--- src/bsmd_pkg.sv ---
// Shared constants, codes and interface structs for the batched sorted set.
// No dependencies; imported by the top level and bsmd_merge.
package bsmd_pkg;

   localparam int CAPACITY = 1024;
   localparam int KEY_W    = 64;
   localparam int ADDR_W   = $clog2(CAPACITY);
   localparam int CNT_W    = $clog2(CAPACITY + 1);
   localparam int SUM_W    = CNT_W + 1;
   localparam int BATCH_W  = 11;
   localparam int INDEX_W  = 10;
   localparam int OP_W     = 2;
   localparam int STATUS_W = 2;
   localparam int PADDR_W  = 3;
   localparam int PDATA_W  = 32;

   localparam logic [OP_W-1:0] OP_INSERT = 2'd0;
   localparam logic [OP_W-1:0] OP_FLUSH  = 2'd1;
   localparam logic [OP_W-1:0] OP_READ   = 2'd2;

   localparam logic [STATUS_W-1:0] ST_OK    = 2'd0;
   localparam logic [STATUS_W-1:0] ST_FULL  = 2'd1;
   localparam logic [STATUS_W-1:0] ST_RANGE = 2'd2;

   localparam logic [PADDR_W-3:0] REG_BATCH_SIZE = 1'd0;
   localparam logic [BATCH_W-1:0] BATCH_RESET    = 11'd341;

   typedef struct packed {
      logic              we;
      logic [ADDR_W-1:0] waddr;
      logic [KEY_W-1:0]  wdata;
      logic [ADDR_W-1:0] raddr_a;
      logic [ADDR_W-1:0] raddr_b;
   } mem_ctl_type;

   typedef struct packed {
      logic             start;
      logic [CNT_W-1:0] total;
      logic [CNT_W-1:0] prefix;
      logic             bank;
   } merge_req_type;

   typedef struct packed {
      logic             done;
      logic [CNT_W-1:0] total;
      logic             bank;
   } merge_rsp_type;

endpackage

--- src/bsmd_merge.sv ---
// Sort / merge / dedupe sequencer working over two ping-pong RAM banks.
// Depends on bsmd_pkg; drives the ports of both bsmd_ram banks while busy.
module bsmd_merge
   import bsmd_pkg::*;
(
   input  logic          clock,
   input  logic          reset,
   input  merge_req_type req,
   output merge_rsp_type rsp,
   input  logic [KEY_W-1:0] q0_a,
   input  logic [KEY_W-1:0] q0_b,
   input  logic [KEY_W-1:0] q1_a,
   input  logic [KEY_W-1:0] q1_b,
   output mem_ctl_type   ctl0,
   output mem_ctl_type   ctl1
);

   typedef enum logic [2:0] {
      S_IDLE, S_FINAL, S_RUN_INIT, S_RUN, S_PASS_END, S_DD_INIT, S_DD_FIRST, S_DD_SCAN
   } state_type;

   state_type state_ff, state_in;
   logic done_ff, done_in;
   logic [CNT_W-1:0] n_ff, n_in, p_ff, p_in, w_ff, w_in, lo_ff, lo_in;
   logic [CNT_W-1:0] mid_ff, mid_in, hi_ff, hi_in, a_ff, a_in, b_ff, b_in, o_ff, o_in;
   logic sa_ff, sa_in, sb_ff, sb_in, d_ff, d_in, cur_ff, cur_in, orig_ff, orig_in;
   logic fin_ff, fin_in;
   logic [KEY_W-1:0] last_ff, last_in;

   logic [KEY_W-1:0] qa, qb, wr_data;
   logic             av, bv, take_a, take_b, wr_en;
   logic [CNT_W-1:0] tail_len, wr_addr;
   logic [SUM_W-1:0] w2, lo_w, lo_2w;

   assign qa       = sa_ff ? q1_a : q0_a;
   assign qb       = sb_ff ? q1_b : q0_b;
   assign av       = a_ff < mid_ff;
   assign bv       = b_ff < hi_ff;
   assign take_b   = bv && (!av || (qb < qa));
   assign take_a   = av && !take_b;
   assign tail_len = n_ff - p_ff;
   assign w2       = {w_ff, 1'b0};
   assign lo_w     = SUM_W'(lo_ff) + SUM_W'(w_ff);
   assign lo_2w    = SUM_W'(lo_ff) + w2;

   always_comb begin
      state_in = state_ff;
      done_in  = 1'b0;
      n_in = n_ff;  p_in = p_ff;  w_in = w_ff;  lo_in = lo_ff;
      mid_in = mid_ff;  hi_in = hi_ff;  a_in = a_ff;  b_in = b_ff;  o_in = o_ff;
      sa_in = sa_ff;  sb_in = sb_ff;  d_in = d_ff;  cur_in = cur_ff;  orig_in = orig_ff;
      fin_in  = fin_ff;
      last_in = last_ff;
      wr_en   = 1'b0;
      wr_addr = o_ff;
      wr_data = qa;
      case (state_ff)
         S_IDLE: begin
            if (req.start) begin
               n_in    = req.total;
               p_in    = req.prefix;
               orig_in = req.bank;
               cur_in  = req.bank;
               w_in    = CNT_W'(1);
               fin_in  = 1'b0;
               lo_in   = req.prefix;
               sa_in   = req.bank;
               sb_in   = req.bank;
               d_in    = ~req.bank;
               if ((req.total - req.prefix) > CNT_W'(1)) begin
                  state_in = S_RUN_INIT;
               end else begin
                  state_in = S_FINAL;
               end
            end
         end
         S_FINAL: begin
            // merge any sorted prefix with the sorted tail, else go to dedupe; avoid writing the prefix bank
            if (p_ff != '0) begin
               fin_in   = 1'b1;
               lo_in    = '0;
               sa_in    = orig_ff;
               sb_in    = cur_ff;
               d_in     = (orig_ff == cur_ff) ? ~cur_ff : cur_ff;
               state_in = S_RUN_INIT;
            end else begin
               state_in = S_DD_INIT;
            end
         end
         S_RUN_INIT: begin
            if (fin_ff) begin
               mid_in = p_ff;
               hi_in  = n_ff;
            end else begin
               mid_in = (lo_w < SUM_W'(n_ff)) ? lo_w[CNT_W-1:0] : n_ff;
               hi_in  = (lo_2w < SUM_W'(n_ff)) ? lo_2w[CNT_W-1:0] : n_ff;
            end
            a_in     = lo_ff;
            b_in     = mid_in;
            o_in     = lo_ff;
            state_in = S_RUN;
         end
         S_RUN: begin
            if (av || bv) begin
               wr_en   = 1'b1;
               wr_data = take_b ? qb : qa;
               o_in    = o_ff + CNT_W'(1);
               a_in    = a_ff + CNT_W'(take_a);
               b_in    = b_ff + CNT_W'(take_b);
            end else begin
               lo_in = hi_ff;
               if (fin_ff || (hi_ff == n_ff)) begin
                  state_in = S_PASS_END;
               end else begin
                  state_in = S_RUN_INIT;
               end
            end
         end
         S_PASS_END: begin
            cur_in = d_ff;
            if (fin_ff) begin
               state_in = S_DD_INIT;
            end else if (w2 < SUM_W'(tail_len)) begin
               w_in     = w2[CNT_W-1:0];
               lo_in    = p_ff;
               sa_in    = d_ff;
               sb_in    = d_ff;
               d_in     = ~d_ff;
               state_in = S_RUN_INIT;
            end else begin
               state_in = S_FINAL;
            end
         end
         S_DD_INIT: begin
            sa_in    = cur_ff;
            d_in     = cur_ff;
            a_in     = '0;
            state_in = S_DD_FIRST;
         end
         S_DD_FIRST: begin
            last_in  = qa;
            a_in     = CNT_W'(1);
            o_in     = CNT_W'(1);
            state_in = S_DD_SCAN;
         end
         S_DD_SCAN: begin
            // in place: write index never passes the read index
            if (a_ff < n_ff) begin
               if (qa != last_ff) begin
                  wr_en   = 1'b1;
                  last_in = qa;
                  o_in    = o_ff + CNT_W'(1);
               end
               a_in = a_ff + CNT_W'(1);
            end else begin
               done_in  = 1'b1;
               state_in = S_IDLE;
            end
         end
         default: begin
            state_in = S_IDLE;
         end
      endcase
   end

   always_comb begin
      ctl0.we      = wr_en && !d_ff;
      ctl0.waddr   = wr_addr[ADDR_W-1:0];
      ctl0.wdata   = wr_data;
      ctl0.raddr_a = a_in[ADDR_W-1:0];
      ctl0.raddr_b = b_in[ADDR_W-1:0];
      ctl1         = ctl0;
      ctl1.we      = wr_en && d_ff;
      rsp.done     = done_ff;
      rsp.total    = o_ff;
      rsp.bank     = cur_ff;
   end

   always_ff @(posedge clock) begin
      if (reset) begin
         state_ff <= S_IDLE;
         done_ff  <= 1'b0;
      end else begin
         state_ff <= state_in;
         done_ff  <= done_in;
      end
      n_ff <= n_in;  p_ff <= p_in;  w_ff <= w_in;  lo_ff <= lo_in;
      mid_ff <= mid_in;  hi_ff <= hi_in;  a_ff <= a_in;  b_ff <= b_in;  o_ff <= o_in;
      sa_ff <= sa_in;  sb_ff <= sb_in;  d_ff <= d_in;  cur_ff <= cur_in;
      orig_ff <= orig_in;
      fin_ff  <= fin_in;
      last_ff <= last_in;
   end

endmodule
--- config.mk ---
export PLATFORM = sky130hd
export DESIGN_NAME = bsmd_merge
export DESIGN_NICKNAME = d
export VERILOG_FILES = /design/src/bsmd_pkg.sv /design/src/bsmd_merge.sv
export SDC_FILE = /design/constraint.sdc
export NUM_CORES = 1
export LEC_CHECK = 0
export BUFFER_PORTS_ARGS = -buffer_cell sky130_fd_sc_hd__buf_2
export CAP_MARGIN = 10
export CORE_AREA = 2 2 188 190
export DETAILED_ROUTE_END_ITERATION = 7
export DIE_AREA = 0 0 190 192
export GPL_TIMING_DRIVEN = 1
export MAX_ROUTING_LAYER = met4
export PLACE_DENSITY_LB_ADDON = 0.12
export SYNTH_ARGS = -nofsm -noshare
export SYNTH_HDL_FRONTEND = slang
export SYNTH_SLANG_ARGS = --single-unit
export TNS_END_PERCENT = 10
--- constraint.sdc ---
create_clock -name clock -period 6.7 [get_ports clock]
set_input_delay 1.34 -clock clock [delete_from_list [all_inputs] [get_ports clock]]
set_output_delay 1.34 -clock clock [all_outputs]
set_load 0.05 [all_outputs]
==> impl_metrics.prom, run 1 <==
# TYPE chip_impl_metric gauge
chip_impl_metric{name="detail_route.first_pass.iterations",unit=""} 6
chip_impl_info{name="critPathLaunchType",value="input port"} 1
chip_impl_info{name="synthDominantAreaCellType",value="sky130_fd_sc_hd__edfxtp_1"} 1
chip_impl_metric{name="grt_antenna_before_repair",unit=""} 7
chip_impl_metric{name="post_route_setup_tns",unit="ps"} 0
chip_impl_metric{name="synth-edff-count",unit=""} 149
chip_impl_info{name="rsz0062_at_grt",value="yes"} 1
chip_impl_info{name="critPathCaptureType",value="output pin"} 1
chip_impl_info{name="critPathMostFrequentCell",value="sky130_fd_sc_hd__or3_4"} 1
chip_impl_metric{name="cts_sinks",unit=""} 173
chip_impl_metric{name="vias_after_detailed_routing",unit=""} 14300
chip_impl_metric{name="placement.setup.worst_slack",unit="ps"} -520
chip_impl_metric{name="netlist_instances",unit=""} 1650
chip_impl_metric{name="finalCritPeriodShare",unit="%"} 97.7
chip_impl_metric{name="numPortBuffers",unit=""} 484
chip_impl_info{name="cts.root.buffer_cell",value="sky130_fd_sc_hd__clkbuf_16"} 1
chip_impl_metric{name="slew_headroom",unit="%"} 28.5
chip_impl_metric{name="chipWidth",unit="µm"} 190
chip_impl_metric{name="detail-route-antenna-nets",unit=""} 0
chip_impl_metric{name="fp.dieH",unit="µm"} 192
chip_impl_metric{name="synth-warning-count",unit=""} 0
chip_impl_metric{name="total_leakage_power",unit="µW"} 0.00928
chip_impl_info{name="cells_along_the_critical_path",value="buf_2 > mux2_2 > ha_1 > nand4_1 > nor4_4 > buf_4 > nand2_1 > or3_4 > a31oi_2 > o31ai_2 > and2_4 > nor2_4 > ha_4 > o211ai_1 > o21ai_1 > a41oi_1 > or3_4 > buf_6"} 1
chip_impl_info{name="outcome",value="finished, final reports clean"} 1
chip_impl_metric{name="mappedNetlistArea",unit="µm²"} 16300
chip_impl_metric{name="ys_types",unit=""} 73
chip_impl_info{name="holdCritPathClass",value="reg2reg"} 1
chip_impl_metric{name="finClkSkew",unit="ps"} 13.8
chip_impl_metric{name="power-per-cell-area",unit="nW/µm²"} 536
chip_impl_metric{name="cts-buffers-inserted",unit=""} 17
chip_impl_metric{name="final.hold.worst_slack",unit="ps"} 666
chip_impl_metric{name="grt_usage",unit="%"} 31.0
chip_impl_info{name="timing.critical_path.max_delay_family",value="simple AND/OR/NAND/NOR gates"} 1
chip_impl_metric{name="skew_pair_late_insertion_delay",unit="ps"} 440
chip_impl_metric{name="ys_seq_elements",unit=""} 173
chip_impl_metric{name="final_nets",unit=""} 2540
chip_impl_metric{name="cts.path.max_buffers",unit=""} 2
chip_impl_metric{name="effective_utilization_at_floorplan",unit="%"} 47.5
chip_impl_metric{name="globalplace.congestion",unit=""} 0.950
chip_impl_info{name="critical_path.slowest_cell",value="sky130_fd_sc_hd__or3_4"} 1
chip_impl_metric{name="timing_max_transition_violations_final",unit=""} 0
chip_impl_metric{name="layout_min_cycle_time",unit="ps"} 6550
chip_impl_metric{name="post_drt_via_cell_ratio",unit=""} 5.59
chip_impl_metric{name="final.setup.worst_slack",unit="ps"} 151
chip_impl_metric{name="drt-total-wl",unit="mm"} 57.4
chip_impl_metric{name="num_io_pins",unit=""} 485
chip_impl_metric{name="fp.dieArea",unit="µm²"} 36500
chip_impl_metric{name="worst_margin_slew",unit="ps"} 1070
chip_impl_metric{name="max_cap_violations",unit=""} 0
chip_impl_info{name="setup.worst_path.class",value="in2out"} 1
chip_impl_metric{name="clk_transition_reported_paths",unit="ps"} 70
chip_impl_metric{name="overflow",unit=""} 0
chip_impl_metric{name="fp.coreArea",unit="µm²"} 34300
chip_impl_info{name="synth_area_leaders",value="sky130_fd_sc_hd__edfxtp_1, sky130_fd_sc_hd__ha_1, sky130_fd_sc_hd__buf_4"} 1
chip_impl_metric{name="post_drt_wl_per_cell",unit="µm"} 22.4
chip_impl_info{name="ys_dominant_reg_cell",value="sky130_fd_sc_hd__edfxtp_1"} 1
chip_impl_metric{name="synth_seq_area_share",unit="%"} 30.4
chip_impl_metric{name="areaGrowthSynthToFinish",unit="%"} 22.2
chip_impl_metric{name="cp_data_arrival_time",unit="ps"} 5210
chip_impl_metric{name="synth.net_count",unit=""} 2106
chip_impl_metric{name="critical_path.n_buffers_inverters",unit=""} 3
chip_impl_metric{name="crit_path_max_incr_delay",unit="ps"} 450
chip_impl_metric{name="clock.fmax",unit="MHz"} 153
chip_impl_metric{name="async_reset_ff_share",unit="%"} 0
chip_impl_metric{name="final_layout_size_suffix_gt1_share",unit="%"} 37.6
chip_impl_metric{name="critical_path.max_fanout",unit=""} 4
chip_impl_metric{name="critical_path_required",unit="ps"} 5360
chip_impl_metric{name="peakVddDrop",unit="mV"} 0.451
chip_impl_metric{name="synth_largest_type_area_fraction",unit="%"} 27.5
chip_impl_metric{name="report.final.setup_viol",unit=""} 0
chip_impl_metric{name="grt_pass1_vias",unit=""} 13700
chip_impl_metric{name="grt_start_max_net_pins",unit=""} 65
chip_impl_metric{name="finalHoldViolCount",unit=""} 0
chip_impl_metric{name="cts.htree.levels",unit=""} 4
chip_impl_metric{name="global_route_wire_length_before_repair",unit="mm"} 81.8
chip_impl_metric{name="average_footprint_of_a_synthesized_cell",unit="µm²"} 9.87
chip_impl_info{name="synth.most_common_cell",value="sky130_fd_sc_hd__ha_1"} 1
chip_impl_metric{name="drt-initial-drc-count",unit=""} 1121
chip_impl_metric{name="rows",unit=""} 68
chip_impl_metric{name="drc",unit=""} 0
chip_impl_info{name="synth_commonest_cells",value="sky130_fd_sc_hd__ha_1, sky130_fd_sc_hd__edfxtp_1, sky130_fd_sc_hd__inv_1"} 1
chip_impl_metric{name="detailed_place_hpwl",unit="mm"} 47.6
chip_impl_info{name="cts_tree",value="yes"} 1
[worst paths after layout]
path                 start       end  cells after the start  slack [ps]
setup / recovery  q1_b[62]  ctl1[17]                     18         150
hold / removal        d_ff    cur_ff                      2         670
setup reg to reg   n_ff[0]  lo_ff[6]                     22        1270
hold reg to reg       d_ff    cur_ff                      2         670
[where the power goes]
part,internal [µW],switching (µW)
Combinational,2720,4900
Sequential,1600,430
Clock,549,473
[worst min-delay path: stages, from the launching register on]
cell                       delay [ps]
sky130_fd_sc_hd__edfxtp_1         410
sky130_fd_sc_hd__nand2_1           90
sky130_fd_sc_hd__nand2_1           60
[routing by layer]
metal | vias up | GRT usage, % | wire, µm
met1 | 6876 | 41.3 | 25200
met4 | 0 | 5.34 | 843
met2 | 597 | 49.9 | 26900
met3 | 49 | 5.72 | 4480
met5 | - | - | 0
li1 | 6781 | - | -
[layout make-up]
| cell class | count | area, µm² |
|---|---|---|
| diodes | 6 | 15.0 |
| clock buffers | 17 | 425 |
| clock inverters | 14 | 143 |
| fillers | 3042 | 14400 |
| inverters | 138 | 518 |
| multi-input cells | 1165 | 9840 |
| flip-flops and latches | 173 | 4950 |
| well taps | 455 | 569 |
| repair buffers | 589 | 3440 |
[cell usage in the layout, fill, tap and decap left out, drive strengths merged, types with 11 or more instances in the layout]
cell type	synthesis	routed
nand3	25	25
nor2	70	70
mux2	138	138
a221oi	13	13
o21a	13	13
xor2	20	20
nor2b	18	18
inv	137	141
nor4	27	27
clkbuf	30	25
xnor2	103	103
mux2i	74	74
and2	17	17
and3	11	11
a21o	29	29
nand2	97	97
dfxtp	24	24
nand4	30	30
a211oi	11	11
a22oi	13	13
a21oi	64	64
buf	144	581
ha	170	170
o21ai	82	82
o211ai	13	13
edfxtp	149	149
o221ai	11	11
nor3	18	18
[cell families after synthesis]
kind of cell / Yosys count / synth area share [%]
and+or+nand+nor: 340 / 10.2
buffers and inverters: 312 / 10.8
muxes: 212 / 15.5
xor gates and xnor gates: 123 / 6.61
AOI/OAI and AO/OA: 316 / 12.9
adders and majority gates: 174 / 13.6
DFF: 173 / 30.4
[timing repair]
item,CTS,global route
buffers inserted,1,4
pin swaps,2,12
gates resized for setup,23,60
endpoints found under the setup margin,40,40
hold buffers,0,0
[flip-flops by register name, summed over array words and instances, names as in the netlist, 3 cells and up]
signal / count
o_ff: 11
lo_ff: 11
w_ff: 11
hi_ff: 11
mid_ff: 11
last_ff: 64
p_ff: 11
n_ff: 11
state_ff: 3
a_ff: 11
b_ff: 11
[metrics by stage]
stage	power [µW]	utilization (%)	area (µm²)	std cells
after global routing	11300	58.0	19900	2557
after CTS	10400	57.2	19600	2546
after detailed placement	9340	55.3	18900	2514
final	10700	58.0	19900	2557
after global placement	9290	55.3	18900	2514
after floorplan	7560	-	16300	1650
No activity file was read; power rests on OpenSTA's default activity.
==> run 2: changes to the inputs <==
--- a/config.mk
+++ b/config.mk
@@ -13,6 +13,7 @@
 export GPL_TIMING_DRIVEN = 1
 export MAX_ROUTING_LAYER = met4
 export PLACE_DENSITY_LB_ADDON = 0.12
+export RECOVER_POWER = 50
 export SYNTH_ARGS = -nofsm -noshare
 export SYNTH_HDL_FRONTEND = slang
 export SYNTH_SLANG_ARGS = --single-unit
==> run 2 against run 1 <==
Sequential share of layout area grew 0.074 points. Largest power group unchanged. Die area unchanged. Core utilization decreased by 0.17 points. Non-clock buffer count unchanged. Setup slack worse by 5.4 ps. Wire length hardly changed.
==> impl_metrics.prom, run 2 (same netlist as run 1, synthesis figures left out) <==
# TYPE chip_impl_metric gauge
chip_impl_info{name="outcome",value="finished, final reports clean"} 1
chip_impl_metric{name="total_power",unit="µW"} 10700
chip_impl_metric{name="chipWidth",unit="µm"} 190
chip_impl_metric{name="post_drt_wl_per_cell",unit="µm"} 22.4
chip_impl_metric{name="detailed_place_hpwl",unit="mm"} 47.6
chip_impl_metric{name="hold_path_depth",unit=""} 2
chip_impl_metric{name="grt_usage",unit="%"} 31.0
chip_impl_metric{name="grt_antenna_before_repair",unit=""} 6
chip_impl_metric{name="report.final.setup_viol",unit=""} 0
chip_impl_info{name="setup.worst_path.class",value="in2out"} 1
chip_impl_metric{name="placedCellCount",unit=""} 2514
chip_impl_metric{name="final_nets",unit=""} 2540
chip_impl_metric{name="final.fill_count",unit=""} 3057
chip_impl_info{name="final_common_cell",value="sky130_fd_sc_hd__buf_2"} 1
chip_impl_metric{name="effective_utilization_at_floorplan",unit="%"} 47.5
chip_impl_metric{name="peakVddDrop",unit="mV"} 0.451
chip_impl_metric{name="cts.path.max_buffers",unit=""} 2
chip_impl_metric{name="grt_pass1_vias",unit=""} 13700
chip_impl_metric{name="worstRegToRegCells",unit=""} 22
chip_impl_metric{name="areaGrowthSynthToFinish",unit="%"} 21.8
chip_impl_info{name="rsz0062_at_grt",value="yes"} 1
chip_impl_metric{name="global_route_wire_length_before_repair",unit="mm"} 81.8
chip_impl_metric{name="r2r_slack",unit="ps"} 1260
chip_impl_metric{name="finalHoldViolCount",unit=""} 0
chip_impl_info{name="setup.worst_path.start",value="q1_b[62]"} 1
chip_impl_metric{name="cts_sinks",unit=""} 173
chip_impl_info{name="regToRegStartpoint",value="n_ff[0]"} 1
chip_impl_metric{name="overflow",unit=""} 0
chip_impl_metric{name="cp_data_arrival_time",unit="ps"} 5210
chip_impl_metric{name="post_drt_via_cell_ratio",unit=""} 5.56
chip_impl_metric{name="skew_pair_late_insertion_delay",unit="ps"} 440
chip_impl_metric{name="slew_headroom",unit="%"} 28.2
chip_impl_metric{name="total_leakage_power",unit="µW"} 0.00919
chip_impl_metric{name="finalNonFillerCells",unit=""} 2557
chip_impl_metric{name="drc",unit=""} 0
chip_impl_metric{name="detail-route-antenna-nets",unit=""} 0
chip_impl_metric{name="critical_path.max_fanout",unit=""} 4
chip_impl_metric{name="globalplace.congestion",unit=""} 0.950
chip_impl_metric{name="cts-buffers-inserted",unit=""} 17
chip_impl_metric{name="cts.htree.levels",unit=""} 4
chip_impl_info{name="most-common-layout-cells",value="sky130_fd_sc_hd__buf_2, sky130_fd_sc_hd__ha_1, sky130_fd_sc_hd__edfxtp_1"} 1
chip_impl_info{name="hold-path-endpoint",value="sb_ff"} 1
chip_impl_metric{name="placement.setup.worst_slack",unit="ps"} -520
chip_impl_metric{name="rows",unit=""} 68
chip_impl_metric{name="num_io_pins",unit=""} 485
chip_impl_metric{name="numPortBuffers",unit=""} 484
chip_impl_metric{name="timing_max_transition_violations_final",unit=""} 0
chip_impl_metric{name="number_of_flip_flops_under_the_largest_register_name",unit=""} 64
chip_impl_metric{name="max_cap_violations",unit=""} 0
chip_impl_metric{name="post_route_setup_tns",unit="ps"} 0
chip_impl_info{name="reg2reg_to",value="lo_ff[6]"} 1
chip_impl_info{name="holdCritPathClass",value="reg2reg"} 1
chip_impl_metric{name="vias_after_detailed_routing",unit=""} 14200
chip_impl_metric{name="fp.coreArea",unit="µm²"} 34300
chip_impl_metric{name="clk_transition_reported_paths",unit="ps"} 70
chip_impl_info{name="critPathCaptureType",value="output pin"} 1
chip_impl_info{name="largest-register",value="last_ff"} 1
chip_impl_metric{name="final.hold.worst_slack",unit="ps"} 669
chip_impl_metric{name="fp.dieH",unit="µm"} 192
chip_impl_info{name="critical_path.slowest_cell",value="sky130_fd_sc_hd__or3_4"} 1
chip_impl_metric{name="drt-total-wl",unit="mm"} 57.4
chip_impl_metric{name="critical_path_required",unit="ps"} 5360
chip_impl_metric{name="drt-initial-drc-count",unit=""} 1214
chip_impl_metric{name="finalCritPeriodShare",unit="%"} 97.8
chip_impl_metric{name="crit_path_max_incr_delay",unit="ps"} 450
chip_impl_metric{name="finClkSkew",unit="ps"} 11.0
chip_impl_info{name="cts_tree",value="yes"} 1
chip_impl_metric{name="final.setup.worst_slack",unit="ps"} 146
chip_impl_metric{name="layout_min_cycle_time",unit="ps"} 6550
chip_impl_metric{name="clock.fmax",unit="MHz"} 153
chip_impl_metric{name="grt_start_max_net_pins",unit=""} 65
chip_impl_info{name="cells_along_the_critical_path",value="buf_2 > mux2_2 > ha_1 > nand4_1 > nor4_4 > buf_4 > nand2_1 > or3_4 > a31oi_2 > o31ai_2 > and2_4 > nor2_4 > ha_4 > o211ai_1 > o21ai_1 > a41oi_1 > or3_4 > buf_6"} 1
chip_impl_metric{name="worst_margin_slew",unit="ps"} 1070
chip_impl_metric{name="final_layout_size_suffix_gt1_share",unit="%"} 36.2
chip_impl_info{name="cts.root.buffer_cell",value="sky130_fd_sc_hd__clkbuf_16"} 1
chip_impl_info{name="hold_path_startpoint",value="cur_ff"} 1
chip_impl_info{name="critPathLaunchType",value="input port"} 1
chip_impl_info{name="critPathMostFrequentCell",value="sky130_fd_sc_hd__or3_4"} 1
chip_impl_metric{name="fp.dieArea",unit="µm²"} 36500
chip_impl_metric{name="detail_route.first_pass.iterations",unit=""} 7
chip_impl_metric{name="power-per-cell-area",unit="nW/µm²"} 537
==> run 2: changes by cell type in the layout (fill, tap and decap cells not counted), sizes merged <==
cell,before,now
buf,581,543
clkbuf,25,63
==> run 2: metrics by stage <==
step                      instance area [µm²]  utilization [%]
after floorplan                         16300                -
after global placement                  18900             55.3
after detailed placement                18900             55.3
after CTS                               19600             57.2
after global routing                    19800             57.9
final                                   19800             57.9
==> run 2: how the worst max path moves through the flow <==
stage / end / slack (ps) / cells past startpoint
floorplan: ctl0[17] / 860 / 16
global placement: ctl0[14] / -550 / 21
detailed placement: ctl0[14] / -520 / 21
CTS: ctl1[17] / 30 / 19
global route: ctl1[19] / -20 / 19
finish: ctl1[17] / 150 / 18
==> run 2: layout make-up <==
cell class | instances | area (µm²) | share of cell area (%)
Clock buffer | 17 | 425 | 2.14
Timing Repair Buffer | 589 | 3380 | 17.0
Inverter | 138 | 518 | 2.61
Tap cell | 455 | 569 | 2.87
Sequential cell | 173 | 4950 | 25.0
Multi-Input combinational cell | 1165 | 9840 | 49.6
Clock inverter | 14 | 143 | 0.719
Antenna cell | 6 | 15.0 | 0.0757
==> run 2: power by group <==
group          switching [µW]  internal [µW]  total [µW]  leakage (µW)
Sequential                430           1600        2030       0.00158
Clock                     470            549        1020      0.000279
Combinational            4900           2700        7610       0.00733
Total                    5800           4850       10700       0.00919
==> run 2: repair_timing <==
action	CTS	global route
buffers inserted	1	4
pin swaps	2	12
hold endpoints to repair	0	0
setup endpoints to repair	40	40
gates resized for setup	23	60
hold buffers	0	0
==> run 2: critical path: cells and delay by family <==
family	cells	cell delay (ps)
AO/OA/AOI/OAI	5	820
multiplexers	1	280
AND/OR/NAND/NOR	7	1890
adder cells (fa/ha/maj)	2	440
buffers and inverters	3	440
==> run 2: metal layers <==
layer  track usage (%)  part of all wire (%)  vias to the layer above
met2              49.9                    47                      559
met5                 -                     0                        -
met1              41.3                    44                     6817
met4              5.34                   1.6                        0
li1                  -                     -                     6777
met3              5.72                   7.8                       53
